--- src/rtl/core/rsi_mul.sv ---
// Two-stage signed multiplier built from four half-width partial products.
`default_nettype none
module rsi_mul #(
	parameter int AW = 33,
	parameter int BW = 32
) (
	input  wire logic                  clk,
	input  wire logic                  en,
	input  wire logic signed [AW-1:0]  a,
	input  wire logic signed [BW-1:0]  b,
	output logic signed [AW+BW-1:0]    p
);
	localparam int AL = AW / 2;
	localparam int AH = AW - AL;
	localparam int BL = BW / 2;
	localparam int BH = BW - BL;
	localparam int PW = AW + BW;

	logic        [AL-1:0]    a_lo;
	logic signed [AH-1:0]    a_hi;
	logic        [BL-1:0]    b_lo;
	logic signed [BH-1:0]    b_hi;
	logic        [AL+BL-1:0] ll_s1;
	logic signed [AL+BH:0]   lh_s1;
	logic signed [AH+BL:0]   hl_s1;
	logic signed [AH+BH-1:0] hh_s1;
	logic signed [PW-1:0]    p_s2;

	assign a_lo = a[AL-1:0];
	assign a_hi = a[AW-1:AL];
	assign b_lo = b[BL-1:0];
	assign b_hi = b[BW-1:BL];

	always_ff @(posedge clk) begin
		if (en) begin
			ll_s1 <= a_lo * b_lo;
			lh_s1 <= $signed({1'b0, a_lo}) * b_hi;
			hl_s1 <= a_hi * $signed({1'b0, b_lo});
			hh_s1 <= a_hi * b_hi;
		end
	end

	always_ff @(posedge clk) begin
		if (en) begin
			p_s2 <= PW'($signed({1'b0, ll_s1}))
				+ (PW'(lh_s1) << BL)
				+ (PW'(hl_s1) << AL)
				+ (PW'(hh_s1) << (AL + BL));
		end
	end

	assign p = p_s2;

endmodule
`default_nettype wire

--- config.mk ---
export PLATFORM = sky130hd
export DESIGN_NAME = rsi_mul
export DESIGN_NICKNAME = d
export VERILOG_FILES = /design/src/rtl/core/rsi_mul.sv
export SDC_FILE = /design/constraint.sdc
export NUM_CORES = 2
export LEC_CHECK = 0
export BUFFER_PORTS_ARGS = -buffer_cell sky130_fd_sc_hd__buf_2
export CORE_ASPECT_RATIO = 0.6
export CORE_MARGIN = 1.5
export CORE_UTILIZATION = 55
export DETAILED_ROUTE_END_ITERATION = 6
export PLACE_DENSITY_LB_ADDON = 0.25
export SETUP_SLACK_MARGIN = 0.1
export SLEW_MARGIN = 20
export SYNTH_ARGS = -nofsm -noshare
export SYNTH_HDL_FRONTEND = slang
export SYNTH_SLANG_ARGS = --single-unit
--- constraint.sdc ---
create_clock -name clk -period 17.3 [get_ports clk]
set_input_delay 0.865 -clock clk [delete_from_list [all_inputs] [get_ports clk]]
set_output_delay 0.865 -clock clk [all_outputs]
set_load 0.05 [all_outputs]
-- After elaboration in Yosys (flattened, before gate mapping)
Index checks and enable logic that the tools add are counted.
- bits in latches: 0
- input bits: 67
- bits in registers: 197
- memories kept: 0
- bits in read-only memories: 0
- logic and storage cells: 12
- bits in writable memories: 0
- bitwise gates (word level): 0
- reductions and logical operators: 0
- shift operators: 0
- multiplexer cells: 0
- multiply operators: 4
- div/mod/pow operators: 0
- equality and inequality tests: 0
- add/sub/neg operators: 3
- magnitude comparators: 0
- operators with widths (kind ; number):
    $mul 17x16->33 ; 2
    $add 51x65->65 ; 1
    $add 50x50->51 ; 1
    $add 33x49->50 ; 1
    $mul 17x17->34 ; 1
    $mul 16x16->32 ; 1

-- Depth between registers and ports, before layout
- word-level depth: 3
- gate-level depth with buffers: 25
- depth with buffers taken out: 24

-- Least setup slack after synthesis
Ideal clock, no wire load.
- path type: in2reg
- start point: in b[17]
- end point: reg lh_s1[25] (data pin)
- data arrival time: 6.508 ns
- path slack: 10.657 ns
- stages: 22
- cell sequence: clkbuf_1 -> nand2_1 -> fa_1 -> fa_1 -> inv_1 -> fa_1 -> inv_1 -> fa_1 -> fa_1 -> fa_1 -> inv_1 -> ha_1 -> a21oi_1 -> o21bai_1 -> a21o_1 -> a21o_1 -> a32o_1 -> a21o_1 -> nor2_1 -> o21ai_1 -> or4b_1 -> nand3_1
- word-level cells in the longest chain between the ends: 1
- RTL lines (item ; RTL line ; RTL):
    from (decl) ; 10 ; input wire logic signed [BW-1:0] b,
    $mul 17x16->33 ; 37 ; lh_s1 <= $signed({1'b0, a_lo}) * b_hi;
    to (signal assigned) ; 37 ;
    to (decl) ; 24 ; logic signed [AL+BH:0] lh_s1;
Every way passes these cells.
A chain may end at the register's enable or synchronous reset.

-- Worst setup path in the final report
- start point: in b[25]
- end point: reg lh_s1[30] (data pin)
The elaborated chain is that of the path after synthesis.

==> summary.md <==
| Metric | Value |
|---|---|
| Post-cts gate resize count | 0 |
| Synth Instances | slightly below 5k |
| Area growth syn-to-layout | 4.67% |
| Clock tree buffer depth | 2 |
| Row count | 82 |
| Core Area | 84100 um2 |
| Final Hold Vio Count | 0 |
| Ranking of synthesized cells by area | fa_1 42%, edfxtp_1 13%, ha_1 12% |
| CP endpoint kind | flip-flop |
| Fin Setup TNS | 0 ns |
| Number of distinct library cells after synthesis | 74 |
| Max-slew violations | 0 |
| Post-Syn Nets | between 6k and 7k |
| Hold_buf cts | 0 |
| DRT Wirelength | between 100000 and 150000 um |
| First-pass GRT wire length | 198000 um |
| GR Util All Layers | 29.6% |
| Pin count of the biggest net entering global routing | 79 |
| Final GP Congestion | between 0.9 and 1 |
| Cts bufs inserted | 17 |
| Fin nets | ~6.3k |
| Starting Density | 55.9% |
| Yosys reg bits | slightly below 200 |
| Post-CTS Repair Setup Buffers | 0 |
| DP HPWL | 93900 um |
| Post-Synthesis Cell Area | 47100 um2 |
| Later-pin clock latency in the skew report | just over 0.5 ns |
| Slew @ Worst Pin | ~1.1 ns |
| Vias | between 30k and 40k |
| Fin util | about three fifths |
| Outcome | complete, no violations |
| Final Cycle Share | between 40% and 50% |
| Worst reg2reg path depth | 12 |
| Share of cells above drive strength 1 | 4.53% |
| Clk sinks | approximately 200 |
| Die Height | 230 um |
| Hold/Removal Path Class | reg -> reg |
| Post-synth top area share | a little over two fifths |
| CTS root buf | clkbuf_16 |
| Worst Path Max Fanout | 33 |
| Slack of the critical path | 9.37 ns |
| Part of the Yosys area used for sequential elements | approximately 13% |
| Post-synth EDFFs | just under 200 |
| IO buf count | around 130 |
| Drt first-iter violations | approximately 3.3k |
| WHS Path Cells | 0 |
| Initial antenna violation count | 3 |
| Unrepaired setup endpoints after global routing | false |
| Most frequent cells in the layout | 1101 x inv_1, 992 x fa_1, 574 x nand2_1 |
| Max_cap viols | 0 |
| Tmin final | between 7 and 8 ns |
| Yosys warning count | 0 |
| TritonCTS clock tree | built |
| # DRC | 0 |
| Chip Width | between 300 and 400 um |
| Antenna Nets Post-Route | 0 |
| Clk_skew | approximately 0.024 ns |
| FILL cells | ~7.3k |
| Max-slew headroom | around 28% |
| Hold slack | 0.421 ns |
| Arr. time, crit path | approximately 8.2 ns |
| F_max | 126 MHz |
| Critical path type | in -> reg |
| Post-DR wirelength/cell | between 20 and 25 um |
| Setup violators final | 0 |
| Die ar. | between 80000 and 90000 um2 |
| Leading area contributor after synthesis | fa_1 |
| Total grt overflow | 0 |
| Number of global-route vias before repair | ~34k |
| Placement Setup Slack | around 9.2 ns |
| Total I/O pin count | between 100 and 150 |
| Req. time, crit path | roughly 18 ns |
| Vias/cell | about 5.5 |
| Worst Setup Start Kind | input port |
| Synth Area per Inst | 9.72 um2 |
| Async set or reset register ratio after synthesis | 0% |
| Htree depth | 4 |
| Leading cell type in the layout, fill and taps excluded | inv_1 |
| Main flop type after synthesis | edfxtp_1 |
| Drt pass-1 iters | 5 |
| Clock slew at reported path FFs | ~0.090 ns |
layout make-up:
class                      instances  area (um2)  share of cell area, %
antenna                            3        7.51                 0.0152
clock buffer                      17         425                  0.864
clock inverter                    15         200                  0.406
inverter                        1101        4130                   8.39
multi-input combinational       3349       36300                   73.6
sequential                       197        5920                   12.0
tap                             1134        1420                   2.88
timing repair buffer             159         882                   1.79
worst max-delay path: stages:
cell	delay [ns]
buf_2	0.77
nand2_1	0.16
fa_1	0.52
inv_1	0.05
fa_1	0.50
inv_1	0.06
fa_1	0.54
inv_1	0.05
fa_1	0.44
fa_1	0.49
inv_1	0.05
fa_1	0.52
inv_1	0.05
ha_1	0.34
and3_1	0.21
a21boi_0	0.39
a221oi_1	0.19
o2bb2ai_1	0.37
o21ai_0	0.29
a31oi_1	0.50
a21o_1	0.19
a21oi_1	0.07
xnor2_1	0.50
cells in the mapped netlist, types with 10 or more instances:
master,number
a211oi_1,17
a21o_1,60
a21oi_1,131
a31oi_1,10
and2_1,512
and3_1,21
clkbuf_1,196
edfxtp_1,197
fa_1,992
ha_1,445
inv_1,1101
nand2_1,574
nand2b_1,28
nand3_1,20
nand4_1,10
nor2_1,99
nor2b_1,15
nor3_1,21
o21a_1,24
o21ai_0,62
o21bai_1,23
xnor2_1,135
xor2_1,38
registers in the layout, summed over array words and instances (netlist names):
name and count:
hh_s1 33, hl_s1 34, lh_s1 33, ll_s1 32, p 65
cells by family (layout without fill, tap and decap cells):
logic type	after synthesis	after routing	synth area share (%)
AO/OA/AOI/OAI	407	407	5.70
AND/OR/NAND/NOR	1332	1332	14.1
other	0	3	0
flip-flops	197	197	12.6
XOR/XNOR	173	173	3.22
buffers and inverters	1297	1292	10.3
adder cells (fa/ha/maj)	1437	1437	54.0
per-layer routing:
layer | global-route usage [%] | share of wire [%]
met2 | 38.3 | 37
met4 | 4.33 | 1.0
met5 | 0 | 0
met3 | 10.6 | 14
met1 | 47.5 | 47
path summary, 6_finish.rpt:
check        startpoint  slack [ns]   endpoint
min reg2reg    ll_s1[1]        0.42       p[1]
min            ll_s1[1]        0.42       p[1]
max reg2reg   ll_s1[31]       12.90      p[64]
max               b[25]        9.37  lh_s1[30]
stage by stage:
step | instance area [um2] | std cells
2_1_floorplan | 47100 | 4843
3_3_place_gp | 48600 | 5939
3_5_place_dp | 48600 | 5939
4_1_cts | 49200 | 5971
5_1_grt | 49200 | 5973
6_report | 49200 | 5975
Power is not shown: default switching activity piles up to over one toggle a cycle in this logic, so the estimate is an artifact.
